[config.mk]
export PLATFORM = sky130hd
export DESIGN_NAME = shtst_queue
export DESIGN_NICKNAME = d
export VERILOG_FILES = /design/src/hw/rtl/shtst_pkg.sv /design/src/hw/rtl/shtst_queue.sv
export SDC_FILE = /design/constraint.sdc
export NUM_CORES = 1
export LEC_CHECK = 0
export ABC_AREA = 1
export BUFFER_PORTS_ARGS = -buffer_cell sky130_fd_sc_hd__buf_4
export CAP_MARGIN = 20
export CORE_MARGIN = 2
export CORE_UTILIZATION = 45
export CTS_BUF_LIST = sky130_fd_sc_hd__clkbuf_4
export DETAILED_ROUTE_END_ITERATION = 10
export PLACE_DENSITY = 0.73
export SKIP_LAST_GASP = 1
export SLEW_MARGIN = 15
export SYNTH_ARGS = -nofsm -noshare
export SYNTH_HDL_FRONTEND = slang
export SYNTH_SLANG_ARGS = --single-unit
[constraint.sdc]
create_clock -name clk_i -period 1.4 [get_ports clk_i]
set_input_delay 0.14 -clock clk_i [delete_from_list [all_inputs] [get_ports clk_i]]
set_output_delay 0.14 -clock clk_i [all_outputs]
set_load 0.03 [all_outputs]
[src/hw/rtl/shtst_pkg.sv]
// package for the segment hit test block
// widths and defaults shared by front end, queue, back end and top level
package shtst_pkg;

  localparam int unsigned PortBits      = 32;
  localparam int unsigned CoordBitsDef  = 32;
  localparam int unsigned DistBits      = 31;
  localparam int unsigned DistSqBits    = 2 * DistBits;
  localparam int unsigned QueueDepthDef = 2;

endpackage

[src/hw/rtl/shtst_queue.sv]
// short queue between front end and back end
// depends on shtst_pkg
module shtst_queue #(
  parameter int unsigned DATA_BITS = 8,
  parameter int unsigned DEPTH     = shtst_pkg::QueueDepthDef
) (
  input  logic                 clk_i,
  input  logic                 rst_ni,
  input  logic                 wr_valid_i,
  output logic                 wr_stall_o,
  input  logic [DATA_BITS-1:0] wr_data_i,
  output logic                 rd_valid_o,
  input  logic                 rd_stall_i,
  output logic [DATA_BITS-1:0] rd_data_o
);

  localparam int unsigned AW = (DEPTH > 1) ? $clog2(DEPTH) : 1;
  localparam int unsigned CW = $clog2(DEPTH + 1);

  logic [DATA_BITS-1:0] mem_q [DEPTH];
  logic [AW-1:0]        wptr_q, wptr_d, rptr_q, rptr_d;
  logic [CW-1:0]        cnt_q, cnt_d;
  logic                 wr, rd;

  assign wr_stall_o = (cnt_q == CW'(DEPTH));
  assign rd_valid_o = (cnt_q != '0);
  assign wr         = wr_valid_i && !wr_stall_o;
  assign rd         = rd_valid_o && !rd_stall_i;
  assign rd_data_o  = mem_q[rptr_q];

  always_comb begin
    wptr_d = wptr_q;
    rptr_d = rptr_q;
    cnt_d  = cnt_q;
    if (wr) begin
      wptr_d = (wptr_q == AW'(DEPTH - 1)) ? '0 : AW'(wptr_q + 1'b1);
    end
    if (rd) begin
      rptr_d = (rptr_q == AW'(DEPTH - 1)) ? '0 : AW'(rptr_q + 1'b1);
    end
    if (wr && !rd) begin
      cnt_d = CW'(cnt_q + 1'b1);
    end else if (rd && !wr) begin
      cnt_d = CW'(cnt_q - 1'b1);
    end
  end

  always_ff @(posedge clk_i or negedge rst_ni) begin
    if (!rst_ni) begin
      wptr_q <= '0;
      rptr_q <= '0;
      cnt_q  <= '0;
    end else begin
      wptr_q <= wptr_d;
      rptr_q <= rptr_d;
      cnt_q  <= cnt_d;
    end
  end

  always_ff @(posedge clk_i) begin
    if (wr) begin
      mem_q[wptr_q] <= wr_data_i;
    end
  end

endmodule

==> results.py, run 1 <==
metrics = {
    "detailed_routing": {
        "route.detailed.drc": 0,
        "drt_iter0_markers": 5,
        "via_per_inst": 4.60,
        "ant_nets": 0,
        "first_pass_iters": 4,
        "wire_per_inst_um": 10.6,
        "routed_wirelength_um": 1340,
        "num_vias": 584,
    },
    "critical_path": {
        "critPathKind": "reg -> out",
        "startpoint": "rptr_q",
        "setup.worst_path.end_class": "primary output",
        "path_cells": "buf_4 > nand2_1 > nand2_1 > buf_4",
        "worstPathArrival_ns": 1.21,
        "start_kind": "flop",
        "slowest_delay_ns": 0.49,
        "critPathBufInv": 2,
        "r2r-start": "cnt_q[0]",
        "crit_family": "flip-flops",
        "required_ns": 1.26,
        "crit_slowest_cell": "dfrtp_2",
        "crit_fanout": 7,
    },
    "placement": {
        "placed_area_um2": 1020,
        "gp_congestion": 0.801,
        "io_buffers": 21,
        "dp.final_hpwl_um": 1020,
        "place_ws_ns": 0.0855,
        "dp.cells": 120,
    },
    "global_routing": {
        "grt_overflow": 0,
        "antenna_found_initial": 0,
        "grt_pass1_wl_um": 2100,
        "grt_pass1_vias": 524,
        "grt_start_max_net_pins": 12,
        "track_usage_pct": 14.8,
    },
    "outcome": {
        "status": "finished, final reports clean",
    },
    "logic_synthesis": {
        "synth_cell_types": 15,
        "syn_nets": 87,
        "yosysSeqAreaShare_pct": 70.4,
        "synth_warnings": 0,
        "synth_top_area_share_pct": 58.3,
        "ys_top_cells_by_area": "edfxtp_1 58%, nand2_1 14%, dfrtp_1 12%, nand2_2 3.0%, inv_1 2.7%",
        "netlist_area_um2": 825,
        "avgSynthCellArea_um2": 11.1,
        "synth_seq_cells": 20,
        "syn_inst": 74,
        "yosys.area.top_type": "edfxtp_1",
    },
    "sta": {
        "worst_pin_slew_ns": 0.195,
        "worst_slack_ns": 0.0528,
        "hold_violations": 0,
        "relSlewSlack_pct": 86.9,
        "setup_viol": 0,
        "max_freq_ghz": 0.742,
        "final.setup_skew_ns": 0.00592,
        "tns_ns": 0,
        "slew_violations": 0,
        "fin_crit_ns": 1.35,
        "finalCritPeriodShare_pct": 96.2,
        "rsz0062_at_grt": "no",
    },
    "power": {
        "peakVddDrop_v": 0.00131,
        "p_leak_nw": 0.500,
        "total_power_mw": 2.37,
        "p_per_area_nw_per_um2": 2190,
    },
    "layout": {
        "layout.cells.non_filler": 127,
        "n_antenna_cell": 0,
        "drive_gt1_share_pct": 39.2,
        "final_area_um2": 1080,
        "fin_nets": 116,
        "fillers": 151,
        "area_growth_syn_to_layout_pct": 31.1,
    },
    "clocking": {
        "cts.sinks": 20,
        "numCtsBuffers": 3,
        "htree_levels": 1,
        "cts_buffer_depth": 2,
        "clock_latency_ns": 0.29,
        "cts_tree": "built",
        "path_clk_slew_ns": 0.10,
        "cts_root_buffer": "clkbuf_4",
    },
    "die": {
        "ioPinCount": 22,
        "dieArea_um2": 2190,
        "core_um2": 1730,
        "num_rows": 15,
        "die_width_um": 46.8,
        "start_util_pct": 47.8,
        "die_h_um": 46.8,
    },
    "flow_run": {
        "cap_viol_max_count": 0,
    },
    "hold_path": {
        "min_path_type": "in -> reg",
        "hold_start": "wr_data_i[1]",
    },
}
[power by group]
group	switching (mW)	internal, mW	leakage (nW)	total [mW]
Sequential	0.110	0.832	0.195	0.942
Combinational	0.731	0.435	0.290	1.17
Clock	0.158	0.104	0.0154	0.262
Total	0.999	1.37	0.500	2.37
[sequential cells by signal (all words and copies together) (netlist names)]
name and cells:
mem_q 16, wptr_q 1, rptr_q 1, cnt_q 2
[layer usage]
metal,track usage (%),up-vias,part of all wire (%)
li1,-,293,-
met1,17.8,270,42
met2,23.6,17,51
met3,3.46,4,4.7
met4,10.0,0,2.5
met5,0,-,0
[cell usage after synthesis]
library cell	number
nand2_1	31
nor2_1	1
o21ai_1	1
buf_2	1
inv_2	3
edfxtp_1	16
nand4_1	1
ha_1	1
inv_1	6
xnor2_1	1
nor2_4	1
dfrtp_1	4
nand3_1	2
nand2_2	4
nor2_2	1
[worst paths after layout]
kind	to	slack [ns]	cells after the start
worst max-delay path	rd_data_o[0]	0.05	4
worst min-delay path	mem_q[1][1]	0.02	1
worst max register to register	cnt_q[1]	0.09	8
worst min register to register	cnt_q[1]	0.50	2
max in group asynchronous	cnt_q[0]	1.12	2
min in group asynchronous	rptr_q	0.16	2
[final cells by class]
cell class	instances	area [um^2]	share of cell area, %
repair buffers	25	194	17.9
well taps	25	31.3	2.89
multi-input cells	44	210	19.4
clock buffers	3	22.5	2.08
clock inverters	1	3.75	0.347
flip-flops and latches	20	583	53.9
inverters	9	36.3	3.36
[per-stage QoR]
| step | util (%) | hold slack (ns) |
|---|---|---|
| 2_1_floorplan | - | -0.156 |
| 3_3_place_gp | 59.2 | -0.0610 |
| 3_5_place_dp | 59.2 | -0.0601 |
| 4_1_cts | 61.4 | 0.0161 |
| 5_1_grt | 62.6 | 0.00397 |
| 6_report | 62.6 | 0.0221 |
[cells in the final DEF (no fill, tap or decap), drive strengths merged]
cell type | synthesis | layout
clkbuf | 0 | 3
inv | 9 | 9
nor2 | 3 | 3
xnor2 | 1 | 1
edfxtp | 16 | 16
clkinv | 0 | 1
o21ai | 1 | 1
nand3 | 2 | 2
nand2 | 35 | 35
buf | 1 | 24
ha | 1 | 1
dfrtp | 4 | 4
nand4 | 1 | 1
dlygate4sd3 | 0 | 1
[timing repair]
| item | in CTS | in global routing |
|---|---|---|
| gates resized for setup | 1 | 4 |
| hold endpoints to repair | 4 | 0 |
| hold buffers | 1 | 0 |
| setup buffers | 0 | 2 |
| cloned | 0 | 0 |
| setup endpoints to repair | 8 | 9 |
[logic make-up (layout without fill, tap and decap cells)]
logic type                 Yosys count  after routing  synth area share [%]
adders and majority gates            1              1                  1.52
and+or+nand+nor                     41             41                  21.7
xor gates and xnor gates             1              1                  1.06
DFF                                 20             20                  70.4
buffers and inverters               10             38                  4.70
AOI/OAI and AO/OA                    1              1                 0.606
Power figures use the tool's default switching activity.
==> run 2, diff against run 1 <==
--- a/config.mk
+++ b/config.mk
@@ -5,7 +5,6 @@
 export SDC_FILE = /design/constraint.sdc
 export NUM_CORES = 1
 export LEC_CHECK = 0
-export ABC_AREA = 1
 export BUFFER_PORTS_ARGS = -buffer_cell sky130_fd_sc_hd__buf_4
 export CAP_MARGIN = 20
 export CORE_MARGIN = 2
==> results.py, run 2 <==
metrics = {
    "detailed_routing": {
        "drt_iter0_markers": 12,
        "route.detailed.drc": 0,
        "ant_nets": 0,
        "first_pass_iters": 4,
        "wire_per_inst_um": 13.0,
        "num_vias": 462,
        "routed_wirelength_um": 1250,
        "via_per_inst": 4.81,
    },
    "sta": {
        "fin_crit_ns": 1.41,
        "relSlewSlack_pct": 86.0,
        "slew_violations": 0,
        "rsz0062_at_grt": "yes",
        "max_freq_ghz": 0.708,
        "final.setup_skew_ns": 0.00309,
        "worst_pin_slew_ns": 0.211,
        "setup_viol": 6,
        "finalCritPeriodShare_pct": 101,
        "hold_violations": 0,
        "worst_slack_ns": -0.0115,
    },
    "layout": {
        "most-common-layout-cells": "20 x buf_4, 16 x edfxtp_1, 11 x buf_6, 8 x mux2_2",
        "reg_top3": "mem_q (16), cnt_q (2)",
        "layout_commonest_cell": "buf_4",
        "drive_gt1_share_pct": 64.6,
        "largest_reg_flops": 16,
        "area_growth_syn_to_layout_pct": 47.0,
        "regMostFlops": "mem_q",
        "n_antenna_cell": 0,
        "fin_nets": 93,
    },
    "die": {
        "num_rows": 15,
        "start_util_pct": 46.7,
        "core_um2": 1670,
        "die_width_um": 45.7,
        "ioPinCount": 22,
        "die_h_um": 45.7,
        "dieArea_um2": 2080,
    },
    "logic_synthesis": {
        "syn_inst": 44,
        "synth_cell_types": 14,
        "yosysSeqAreaShare_pct": 74.4,
        "netlist_area_um2": 781,
        "synth.most_common_cell": "edfxtp_1",
        "yosys.area.top_type": "edfxtp_1",
        "synth_edf_count": 16,
        "synth_warnings": 0,
        "yosys_most_used_dff": "edfxtp_1",
        "syn_nets": 57,
        "async_reset_ff_share_pct": 20.0,
        "ys_top_cells_by_area": "edfxtp_1 62%, dfrtp_1 13%, mux2_2 12%, xnor2_1 3.4%, xor2_1 2.2%",
        "netlist_top_cells_count": "16 x edfxtp_1, 8 x mux2_2, 4 x dfrtp_1",
        "synth_seq_cells": 20,
        "avgSynthCellArea_um2": 17.7,
        "synth_top_area_share_pct": 61.5,
    },
    "flow_run": {
        "cap_viol_max_count": 0,
    },
    "clocking": {
        "path_clk_slew_ns": 0.10,
        "clock_latency_ns": 0.29,
        "cts.sinks": 20,
        "cts_root_buffer": "clkbuf_4",
        "cts_tree": "built",
        "htree_levels": 1,
        "cts_buffer_depth": 2,
        "numCtsBuffers": 3,
    },
    "critical_path": {
        "crit_fanout": 5,
        "reg2regPathDepth": 6,
        "r2r-start": "cnt_q[1]",
        "worstPathArrival_ns": 1.27,
        "reg2reg_slack_ns": -0.01,
        "start_kind": "flop",
        "r2r_end": "cnt_q[1]",
        "required_ns": 1.26,
        "setup.worst_path.end_class": "primary output",
        "critPathKind": "reg -> out",
    },
    "placement": {
        "io_buffers": 21,
        "dp.final_hpwl_um": 806,
        "gp_congestion": 0.634,
        "place_ws_ns": 0.0140,
    },
    "global_routing": {
        "grt_start_max_net_pins": 12,
        "grt_pass1_wl_um": 1880,
        "antenna_found_initial": 0,
        "track_usage_pct": 13.8,
        "grtUsageMet2_pct": 21.4,
        "use_met3_pct": 5.16,
        "grt_pass1_vias": 447,
        "grt_overflow": 0,
        "use_met1_pct": 16.0,
        "top_usage_layer": "met2",
    },
    "hold_path": {
        "hold_path_end": "mem_q[0][7]",
        "hold_depth": 1,
        "hold_start": "wr_data_i[7]",
        "min_path_type": "in -> reg",
    },
    "power": {
        "peakVddDrop_v": 0.00147,
        "total_power_mw": 2.58,
        "p_leak_nw": 0.476,
        "p_per_area_nw_per_um2": 2250,
    },
    "outcome": {
        "violations": "setup timing",
        "status": "complete, but fails checks",
    },
}
[run 2: cell count changes in the layout (fill, tap and decap cells not counted), moves of 2 or more]
cell,change
buf_4,-3
buf_6,+10
inv_1,-2
inv_2,-4
mux2_2,+8
nand2_1,-31
nand2_2,-3
nand3_1,-2
xnor2_1,+2
[run 2: logic make-up after synthesis]
family | Yosys count | synth area share (%)
fa+ha+maj | 1 | 1.60
buf+inv | 3 | 1.60
xor+xnor | 5 | 5.61
mux | 8 | 11.5
simple gates | 7 | 5.29
flops | 20 | 74.4
[run 2: worst max-delay path by stage]
stage | slack (ns) | to | from
5_1_grt | -0.07 | cnt_q[1] | cnt_q[1]
3_5_place_dp | 0.01 | cnt_q[1] | cnt_q[0]
3_3_place_gp | 0.05 | cnt_q[1] | cnt_q[0]
6_report | -0.01 | rd_data_o[7] | rptr_q
4_1_cts | -0.03 | rd_data_o[7] | rptr_q
2_1_floorplan | 0.03 | cnt_q[1] | cnt_q[1]
[run 2: power by group]
group / total, mW / internal (mW) / leakage, nW / switching, mW
Combinational: 1.41 / 0.732 / 0.266 / 0.681
Clock: 0.259 / 0.104 / 0.0154 / 0.156
Sequential: 0.903 / 0.834 / 0.194 / 0.0693
Total: 2.58 / 1.67 / 0.476 / 0.907
[run 2: worst max-delay path, cell delays in order (launching register included)]
cell	delay (ns)
dfrtp_2	0.39
buf_6	0.12
mux2_2	0.34
buf_6	0.14
[run 2: area by class of cell]
type | count | area, um^2
inverter | 2 | 7.51
fill | 122 | 523
tap | 17 | 21.3
clock inverter | 1 | 3.75
multi-input combinational | 21 | 226
clock buffer | 3 | 22.5
sequential | 20 | 582
timing repair buffer | 32 | 284
[run 2: per-stage QoR]
stage	hold WS [ns]	cells	cell area [um^2]	util (%)	setup TNS, ns
3_5_place_dp	-0.0609	85	985	59.0	0
6_report	0.0273	96	1150	68.7	-0.0567
5_1_grt	0.00532	96	1150	68.7	-0.552
4_1_cts	0.0160	95	1100	66.1	-0.150
3_3_place_gp	-0.0592	85	985	59.0	0
2_1_floorplan	-0.156	44	781	-	0
[run 2: per-layer routing]
metal	wire (um)	share of wire (%)
met1	553	44
met2	624	50
met3	62	5.0
met4	12	0.96
met5	0	0
[run 2: repair_timing]
item,CTS,global route
pin swaps,2,3
buffers inserted,5,1
gates resized for setup,13,8
endpoints found under the setup margin,9,25
hold buffers,1,0
hold endpoints to repair,4,0
