==> config.mk <==
export PLATFORM = sky130hd
export DESIGN_NAME = shtst_front
export DESIGN_NICKNAME = d
export VERILOG_FILES = /design/src/hw/rtl/shtst_pkg.sv /design/src/hw/rtl/shtst_front.sv
export SDC_FILE = /design/constraint.sdc
export NUM_CORES = 1
export LEC_CHECK = 0
export BUFFER_PORTS_ARGS = -buffer_cell sky130_fd_sc_hd__buf_4
export CAP_MARGIN = 40
export CORE_ASPECT_RATIO = 1.75
export CORE_MARGIN = 2
export CORE_UTILIZATION = 50
export DETAILED_ROUTE_END_ITERATION = 12
export HOLD_SLACK_MARGIN = 0.05
export PLACE_DENSITY = 0.77
export SLEW_MARGIN = 20
export SYNTH_ARGS = -nofsm -noshare
export SYNTH_HDL_FRONTEND = slang
export SYNTH_SLANG_ARGS = --single-unit
==> constraint.sdc <==
create_clock -name clk_i -period 16.1 [get_ports clk_i]
set_clock_uncertainty 0.05 [all_clocks]
set_input_delay 1.61 -clock clk_i [delete_from_list [all_inputs] [get_ports clk_i]]
set_output_delay 1.61 -clock clk_i [all_outputs]
set_load 0.01 [all_outputs]
==> src/hw/rtl/shtst_pkg.sv <==
// package for the segment hit test block
// widths and defaults shared by front end, queue, back end and top level
package shtst_pkg;

  localparam int unsigned PortBits      = 32;
  localparam int unsigned CoordBitsDef  = 32;
  localparam int unsigned DistBits      = 31;
  localparam int unsigned DistSqBits    = 2 * DistBits;
  localparam int unsigned QueueDepthDef = 2;

endpackage

==> src/hw/rtl/shtst_front.sv <==
// front end: takes a transfer, sign-extends coordinates, forms segment and point vectors
// depends on shtst_pkg
module shtst_front #(
  parameter int unsigned COORD_BITS = shtst_pkg::CoordBitsDef
) (
  input  logic                                 clk_i,
  input  logic                                 rst_ni,
  input  logic                                 in_valid_i,
  output logic                                 in_stall_o,
  input  logic [shtst_pkg::PortBits-1:0]       ref_x_i,
  input  logic [shtst_pkg::PortBits-1:0]       ref_y_i,
  input  logic [shtst_pkg::PortBits-1:0]       start_x_i,
  input  logic [shtst_pkg::PortBits-1:0]       start_y_i,
  input  logic [shtst_pkg::PortBits-1:0]       end_x_i,
  input  logic [shtst_pkg::PortBits-1:0]       end_y_i,
  input  logic [shtst_pkg::DistBits-1:0]       max_dist_i,
  output logic                                 vec_valid_o,
  input  logic                                 vec_stall_i,
  output logic [6*(COORD_BITS+1)+shtst_pkg::DistBits-1:0] vec_o
);

  localparam int unsigned W  = COORD_BITS + 1;
  localparam int unsigned VW = 6 * W + shtst_pkg::DistBits;

  logic          valid_q, valid_d;
  logic [VW-1:0] vec_q, vec_d;
  logic          take;

  logic signed [W-1:0] rx, ry, sx, sy, ex, ey;

  assign rx = $signed({ref_x_i[COORD_BITS-1],   ref_x_i[COORD_BITS-1:0]});
  assign ry = $signed({ref_y_i[COORD_BITS-1],   ref_y_i[COORD_BITS-1:0]});
  assign sx = $signed({start_x_i[COORD_BITS-1], start_x_i[COORD_BITS-1:0]});
  assign sy = $signed({start_y_i[COORD_BITS-1], start_y_i[COORD_BITS-1:0]});
  assign ex = $signed({end_x_i[COORD_BITS-1],   end_x_i[COORD_BITS-1:0]});
  assign ey = $signed({end_y_i[COORD_BITS-1],   end_y_i[COORD_BITS-1:0]});

  assign in_stall_o = valid_q && vec_stall_i;
  assign take       = in_valid_i && !in_stall_o;

  always_comb begin
    valid_d = valid_q;
    vec_d   = vec_q;
    if (valid_q && !vec_stall_i) begin
      valid_d = 1'b0;
    end
    if (take) begin
      valid_d = 1'b1;
      vec_d   = {W'(ex - sx), W'(ey - sy), W'(rx - sx), W'(ry - sy),
                 W'(rx - ex), W'(ry - ey), max_dist_i};
    end
  end

  always_ff @(posedge clk_i or negedge rst_ni) begin
    if (!rst_ni) begin
      valid_q <= 1'b0;
    end else begin
      valid_q <= valid_d;
    end
  end

  always_ff @(posedge clk_i) begin
    vec_q <= vec_d;
  end

  assign vec_valid_o = valid_q;
  assign vec_o       = vec_q;

endmodule

==> results of run 1 <==
metrics by stage:
| step | hold WS, ns | instance area [µm²] | util, % | total power [W] |
|---|---|---|---|---|
| 2_1_floorplan | 0.679 | 16700 | - | 0.00117 |
| 3_3_place_gp | 0.643 | 20600 | 62.6 | 0.00140 |
| 3_5_place_dp | 0.661 | 20600 | 62.7 | 0.00142 |
| 4_1_cts | 0.708 | 21400 | 64.9 | 0.00195 |
| 5_1_grt | 0.745 | 21400 | 64.9 | 0.00203 |
| 6_report | 0.704 | 21400 | 64.9 | 0.00194 |
area by class of cell:
class | count | area (µm²) | share of cell area (%)
multi-input combinational | 1218 | 9050 | 42.4
clock buffer | 32 | 652 | 3.05
clock inverter | 12 | 72.6 | 0.340
inverter | 183 | 687 | 3.22
sequential | 230 | 6900 | 32.3
antenna | 1 | 2.50 | 0.0117
timing repair buffer | 460 | 3490 | 16.3
tap | 405 | 507 | 2.37
kinds of logic (layout without fill, tap and decap cells):
kind of cell	after synthesis	after routing	synth area share [%]
compound gates	491	491	19.8
xor+xnor	167	167	8.77
fa+ha+maj	198	198	15.1
buf+inv	198	687	4.47
flops	230	230	41.4
mux	2	2	0.135
other cells	0	1	0
simple gates	360	360	10.3
power groups by stage:
stage               clock [W]  combinational [W]  sequential, W
floorplan                   0           0.000346       0.000827
global placement            0           0.000615       0.000787
detailed placement          0           0.000629       0.000788
CTS                  0.000539           0.000631       0.000776
global route         0.000557           0.000688       0.000780
finish               0.000528           0.000633       0.000776
layout by cell type, fill, tap and decap left out, types with 33 or more instances in the layout:
cell type and count:
sky130_fd_sc_hd__a21o_1 87, sky130_fd_sc_hd__a21oi_1 148, sky130_fd_sc_hd__buf_4 458, sky130_fd_sc_hd__edfxtp_1 229
sky130_fd_sc_hd__ha_1 192, sky130_fd_sc_hd__inv_1 183, sky130_fd_sc_hd__nand2_1 100, sky130_fd_sc_hd__nand3_1 33
sky130_fd_sc_hd__nor2_1 98, sky130_fd_sc_hd__o21ai_0 73, sky130_fd_sc_hd__xnor2_1 115, sky130_fd_sc_hd__xor2_1 52
worst max-delay path by stage:
stage / end / slack, ns / cells after the start / from
floorplan: vec_o[0] / 3.31 / 2 / vec_stall_i
global placement: vec_o[228] / 11.01 / 13 / start_x_i[0]
detailed placement: vec_o[228] / 11.01 / 13 / start_x_i[0]
CTS: vec_o[129] / 11.55 / 14 / ref_y_i[0]
global route: vec_o[129] / 11.23 / 14 / ref_y_i[0]
finish: vec_o[129] / 11.46 / 14 / ref_y_i[0]
sequential cells by signal, summed over array words and instances (netlist names):
register     cells
vec_o          229
vec_valid_o      1
critical path, stage by stage:
cell,delay [ns]
sky130_fd_sc_hd__buf_4,0.08
sky130_fd_sc_hd__inv_1,0.05
sky130_fd_sc_hd__ha_1,0.23
sky130_fd_sc_hd__fa_1,0.42
sky130_fd_sc_hd__nor2b_1,0.12
sky130_fd_sc_hd__o21ai_0,0.08
sky130_fd_sc_hd__nand2b_1,0.15
sky130_fd_sc_hd__a311oi_1,0.16
sky130_fd_sc_hd__o31ai_1,0.58
sky130_fd_sc_hd__nor2_1,0.15
sky130_fd_sc_hd__o31ai_1,0.57
sky130_fd_sc_hd__o21ai_0,0.28
sky130_fd_sc_hd__a211oi_1,0.28
sky130_fd_sc_hd__o22ai_1,0.10
metal layers:
| metal | vias up | share of wire, % | track usage, % |
|---|---|---|---|
| met2 | 575 | 54 | 54.6 |
| met4 | 0 | 7.3 | 19.1 |
| li1 | 6952 | - | - |
| met1 | 6756 | 32 | 27.1 |
| met3 | 170 | 6.5 | 4.99 |
| met5 | - | 0 | 0 |
==> results.py, run 1 <==
metrics = {
    "outcome": {
        "outcome": "finished, final reports clean",
    },
    "detailed_routing": {
        "totalWireLength_um": 51800,
        "drt-wirelength-per-cell_um": 20.4,
        "route.detailed.vias_per_inst": 5.69,
        "detail-route-antenna-nets": 0,
        "drt_iter0_markers": 808,
        "drt_first_pass_iters": 5,
        "drc": 0,
        "dr_vias": 14453,
    },
    "worst_hold_path": {
        "hold_path_class": "reg2reg",
        "worstHoldPathCells": 2,
        "min_to": "vec_valid_o",
        "worstHoldStart": "vec_valid_o",
    },
    "critical_path": {
        "timing.reg2reg.setup_slack_ns": 13.19,
        "criticalPathCategory": "in2reg",
        "cp_data_arrival_time_ns": 4.87,
        "worst-endpoint-required_ns": 16.33,
        "crit-reg2reg-launch": "vec_valid_o",
        "worst_setup_path_end_kind": "flop",
        "crit_path_max_fanout": 4,
        "worstRegToRegCells": 5,
        "crit_path_start_kind": "primary input",
        "worst_r2r_endpoint": "vec_o[117]",
    },
    "logic_synthesis": {
        "synth_top_cells_by_count": "sky130_fd_sc_hd__edfxtp_1 (229), sky130_fd_sc_hd__ha_1 (192), sky130_fd_sc_hd__inv_1 (183)",
        "synthDominantCellAreaShare_pct": 41.2,
        "synth_top_cells_by_area": "sky130_fd_sc_hd__edfxtp_1 (41%), sky130_fd_sc_hd__ha_1 (14%), sky130_fd_sc_hd__xnor2_1 (6.0%)",
        "post-synth-top-area-cell": "sky130_fd_sc_hd__edfxtp_1",
        "cell_area_after_synthesis_um2": 16700,
        "postSynthAreaPerCell_um2": 10.1,
        "cell_with_the_most_instances_after_synthesis": "sky130_fd_sc_hd__edfxtp_1",
        "synth_seq_area_share_pct": 41.4,
        "ys.flop_type": "sky130_fd_sc_hd__edfxtp_1",
        "post_synth_inst_count": 1646,
        "netlist-cell-type-count": 82,
        "postSynthRegisterBits": 230,
        "proportion_of_register_bits_with_asynchronous_set_or_reset_after_synthesis_pct": 0.435,
        "yosysWarningCount": 0,
        "synth_edf_count": 229,
        "synth.net_count": 2071,
    },
    "pwr": {
        "worst_vdd_ir_mv": 0.0830,
        "internal_power_w": 0.00133,
        "combinationalPowerShare_pct": 32.7,
        "p_clk_share_pct": 27.3,
        "power.density_nw_per_um2": 90.7,
        "power.sequential.fraction_pct": 40.0,
        "power.switching_fraction_pct": 31.4,
        "static-leakage-power_nw": 9.99,
        "power.net_switching_w": 0.000609,
    },
    "final_layout": {
        "areaGrowthSynthToFinish_pct": 28.0,
        "fillers": 2706,
        "layoutNonFillerInstCount": 2541,
        "final_layout_size_suffix_gt1_share_pct": 24.6,
        "nets": 2542,
    },
    "run": {
        "max-cap-violations": 0,
    },
    "clocking": {
        "cts_tree": "yes",
        "cts.repair_timing.setup_buffer_count": 0,
        "cts_resized": 0,
        "cts-buffers-inserted": 24,
        "clock_latency_on_the_worst_skew_pair_ns": 0.53,
        "cts.root.buffer_cell": "sky130_fd_sc_hd__clkbuf_16",
        "clkTransAtPathRegs_ns": 0.06,
        "cts_hold_buffers": 0,
        "cts_max_path_bufs": 3,
        "clkSinkCount": 230,
        "cts_htree_levels": 1,
    },
    "floorplanning": {
        "floorplan.die_area_um2": 34900,
        "die_w_um": 142,
        "die_h_um": 246,
        "pin_count": 458,
        "core_region_area_um2": 32900,
        "initial_utilization_pct": 50.7,
        "core.rowCount": 88,
    },
    "placed_design": {
        "post-dp-hpwl_um": 42800,
        "dp_cells": 2496,
        "weighted_congestion_reported_at_the_end_of_routability_driven_placement": 0.989,
        "io_buf_count": 457,
        "post_place_worst_slack_ns": 11.01,
    },
    "global_routing": {
        "grt_max_degree": 143,
        "grt_antenna_before_repair": 1,
        "grt_pass1_wl_um": 76800,
        "grt_pass1_vias": 14739,
        "grt_overflow": 0,
        "track_usage_pct": 28.5,
    },
    "sta": {
        "timing.fmax_mhz": 215,
        "final_hold_viol_count": 0,
        "finalSetupViolCount": 0,
        "fin_setup_tns_ns": 0,
        "rel_slew_slack_pct": 46.7,
        "tightest_slew_ns": 0.799,
        "post-route-min-period_ns": 4.64,
        "final_critical_path_setup_slack_ns": 11.46,
        "setup_repair_after_global_routing_missed_its_margin": "no",
        "report.final.slew_viol_count": 0,
        "fin_crit_sh_pct": 28.8,
    },
}
Note: power is estimated with default switching activity, not from simulation.
==> run 2: changes to the inputs <==
Settings changed: ABC_AREA from default to 1, PLACE_DENSITY 0.77 to 0.74.
Clock period 16.1 ns to 4.7 ns, I/O delays scaled along.
==> run 2 against run 1 <==
  * Worst hold slack worse by 0.54 ns
  * Highest routed layer unchanged
  * Via count rose by 58%
  * Register-to-register slack lost 11 ns
  * Critical endpoint is now vec_o[83]
  * Sequential power rose to 3.4 times the previous value
  * Global-route usage increased by 7.3 points
==> results.py, run 2 <==
metrics = {
    "detailed_routing": {
        "totalWireLength_um": 83200,
        "detail-route-antenna-nets": 0,
        "drt_iter0_markers": 1239,
        "dr_vias": 22830,
        "drt-wirelength-per-cell_um": 18.0,
        "route.detailed.vias_per_inst": 4.94,
        "drc": 0,
        "drt_first_pass_iters": 6,
    },
    "sta": {
        "timing.fmax_mhz": 437,
        "tightest_slew_ns": 0.783,
        "fin_crit_sh_pct": 48.7,
        "final_hold_viol_count": 0,
        "fin_setup_tns_ns": 0,
        "post-route-min-period_ns": 2.29,
        "report.final.slew_viol_count": 0,
        "rel_slew_slack_pct": 47.7,
        "setup_repair_after_global_routing_missed_its_margin": "no",
        "final_critical_path_setup_slack_ns": 2.41,
        "finalSetupViolCount": 0,
    },
    "logic_synthesis": {
        "cell_area_after_synthesis_um2": 22100,
        "cell_with_the_most_instances_after_synthesis": "sky130_fd_sc_hd__nand2_1",
        "yosysWarningCount": 0,
        "synth_top_cells_by_count": "sky130_fd_sc_hd__nand2_1 (1,491), sky130_fd_sc_hd__inv_1 (884), sky130_fd_sc_hd__nor2_1 (248)",
        "netlist-cell-type-count": 22,
        "ys.flop_type": "sky130_fd_sc_hd__edfxtp_1",
        "synthMuxAreaShare_pct": 0,
        "synth_top_family_by_area": "simple AND/OR/NAND/NOR gates",
        "post_synth_xor_area_fraction_pct": 3.57,
        "post_synth_inst_count": 3513,
        "post-synth-top-area-cell": "sky130_fd_sc_hd__edfxtp_1",
        "synth_edf_count": 229,
        "synthDominantCellAreaShare_pct": 31.1,
        "proportion_of_register_bits_with_asynchronous_set_or_reset_after_synthesis_pct": 0.435,
        "synth_seq_area_share_pct": 31.2,
        "synth_area_in_compound_gates_pct": 3.28,
        "synth.net_count": 3938,
        "synth_fa_ha_area_share_pct": 11.4,
        "synth_top_cells_by_area": "sky130_fd_sc_hd__edfxtp_1 (31%), sky130_fd_sc_hd__nand2_1 (25%), sky130_fd_sc_hd__inv_1 (15%)",
        "postSynthRegisterBits": 230,
        "postSynthAreaPerCell_um2": 6.29,
        "synth_simple_gate_area_share_pct": 35.4,
    },
    "clocking": {
        "clkTransAtPathRegs_ns": 0.06,
        "cts.root.buffer_cell": "sky130_fd_sc_hd__clkbuf_16",
        "cts_tree": "yes",
        "cts_htree_levels": 1,
        "clkSinkCount": 230,
        "cts-buffers-inserted": 26,
        "cts_resized": 0,
        "cts_max_path_bufs": 3,
        "clock_latency_on_the_worst_skew_pair_ns": 0.58,
    },
    "critical_path": {
        "crit_path_start_kind": "primary input",
        "cp_data_arrival_time_ns": 2.44,
        "worst-endpoint-required_ns": 4.85,
        "crit_path_max_fanout": 74,
        "critical_path_cell_by_cell": "dlygate4sd3_1 -> buf_4 -> nand2_1 -> inv_1 -> nor2_4 -> buf_12",
        "criticalPathCategory": "in2reg",
        "worst_setup_path_end_kind": "flop",
        "cp_slowest_stage_delay_ns": 0.60,
        "crit_path_top_delay_cell": "sky130_fd_sc_hd__nor2_4",
    },
    "global_routing": {
        "grt_antenna_before_repair": 1,
        "gr-usage-met1_pct": 32.1,
        "grtUsageMet2_pct": 70.0,
        "track_usage_pct": 35.8,
        "met3_usage_pct": 4.25,
        "grt_most_used_layer": "met2",
        "grt_max_degree": 75,
        "grt_overflow": 0,
        "grt_pass1_wl_um": 122000,
        "grt_pass1_vias": 22937,
    },
    "final_layout": {
        "ff_latch_area_um2": 6900,
        "areaGrowthSynthToFinish_pct": 24.3,
        "fillers": 4313,
        "most-common-layout-cells": "sky130_fd_sc_hd__nand2_1 (1,491), sky130_fd_sc_hd__inv_1 (884), sky130_fd_sc_hd__buf_4 (458)",
        "layout_commonest_cell": "sky130_fd_sc_hd__nand2_1",
        "multi_input_area_um2": 11900,
        "nets": 4457,
        "largest_register_ff_count": 229,
        "final_layout_size_suffix_gt1_share_pct": 13.7,
    },
    "placed_design": {
        "io_buf_count": 457,
        "post_place_worst_slack_ns": 2.14,
        "weighted_congestion_reported_at_the_end_of_routability_driven_placement": 1.03,
        "post-dp-hpwl_um": 71600,
    },
    "floorplanning": {
        "core_region_area_um2": 43900,
        "core.rowCount": 102,
        "pin_count": 458,
        "die_w_um": 163,
        "die_h_um": 282,
        "initial_utilization_pct": 50.4,
        "floorplan.die_area_um2": 46000,
    },
    "pwr": {
        "worst_vdd_ir_mv": 0.262,
        "static-leakage-power_nw": 16.7,
        "power.density_nw_per_um2": 272,
    },
    "outcome": {
        "outcome": "finished, final reports clean",
    },
    "run": {
        "max-cap-violations": 0,
    },
    "worst_hold_path": {
        "hold_path_class": "in2async",
    },
}
## run 2: changes by cell type in the layout (fill, tap and decap cells not counted), sizes merged, moves of 25 or more
cell and change:
a21o -81, a21oi -25, dlygate4sd3 +34, inv +702
nand2 +1428, nand3 +107, nor2 +151, nor2b -32
o21a -26, o21ai -80, xnor2 -103, xor2 +26
## run 2: metal layers
layer | up-vias | wire (µm)
met1 | 10115 | 26600
met3 | 308 | 4340
li1 | 11578 | -
met2 | 829 | 44300
met5 | - | 0
met4 | 0 | 8000
## run 2: timing repair
item,4_1_cts,5_1_grt
hold endpoints to repair,33,0
buffers inserted,0,0
hold buffers,34,0
## run 2: cell type report
class	instances	area share (%)
multi-input cells	2395	43.2
repair buffers	495	14.0
diodes	1	0.00910
flip-flops and latches	230	25.1
well taps	572	2.60
clock buffers	27	2.38
clock inverters	21	0.692
inverters	884	12.1
## run 2: cell families after synthesis
group           after synthesis
compound gates              136
fa+ha+maj                   198
xor+xnor                     90
buf+inv                     888
simple gates               1971
flops                       230
## run 2: worst max-delay path: cells and delay by family
kind,cells,cell delay (ns)
buffers and inverters,4,1.14
and+or+nand+nor,2,0.67
## run 2: power breakdown
group          switching, W  internal (W)
Sequential        0.0000900       0.00257
Clock              0.000968       0.00114
Combinational       0.00170       0.00101
## run 2: through the flow
step                      std cells  cell area [µm²]  utilization [%]  total power, W  hold WS (ns)
final                          4625            27500             62.6         0.00747         0.164
after global routing           4625            27500             62.6         0.00785         0.147
after CTS                      4624            27500             62.6         0.00749         0.143
after detailed placement       4542            26300             59.9         0.00535         0.196
after global placement         4542            26300             59.9         0.00534         0.196
after floorplan                3513            22100                -         0.00425         0.124
## run 2: final timing paths
path	start	to	slack, ns	cells past startpoint
setup / recovery	vec_stall_i	vec_o[83]	2.41	6
hold / removal	rst_ni	vec_valid_o	0.16	2
setup reg to reg	vec_valid_o	vec_o[83]	2.59	4
hold reg to reg	vec_valid_o	vec_o[99]	0.82	3
max in group asynchronous	rst_ni	vec_valid_o	4.36	2
min in group clk_i	start_y_i[0]	vec_o[97]	0.23	3
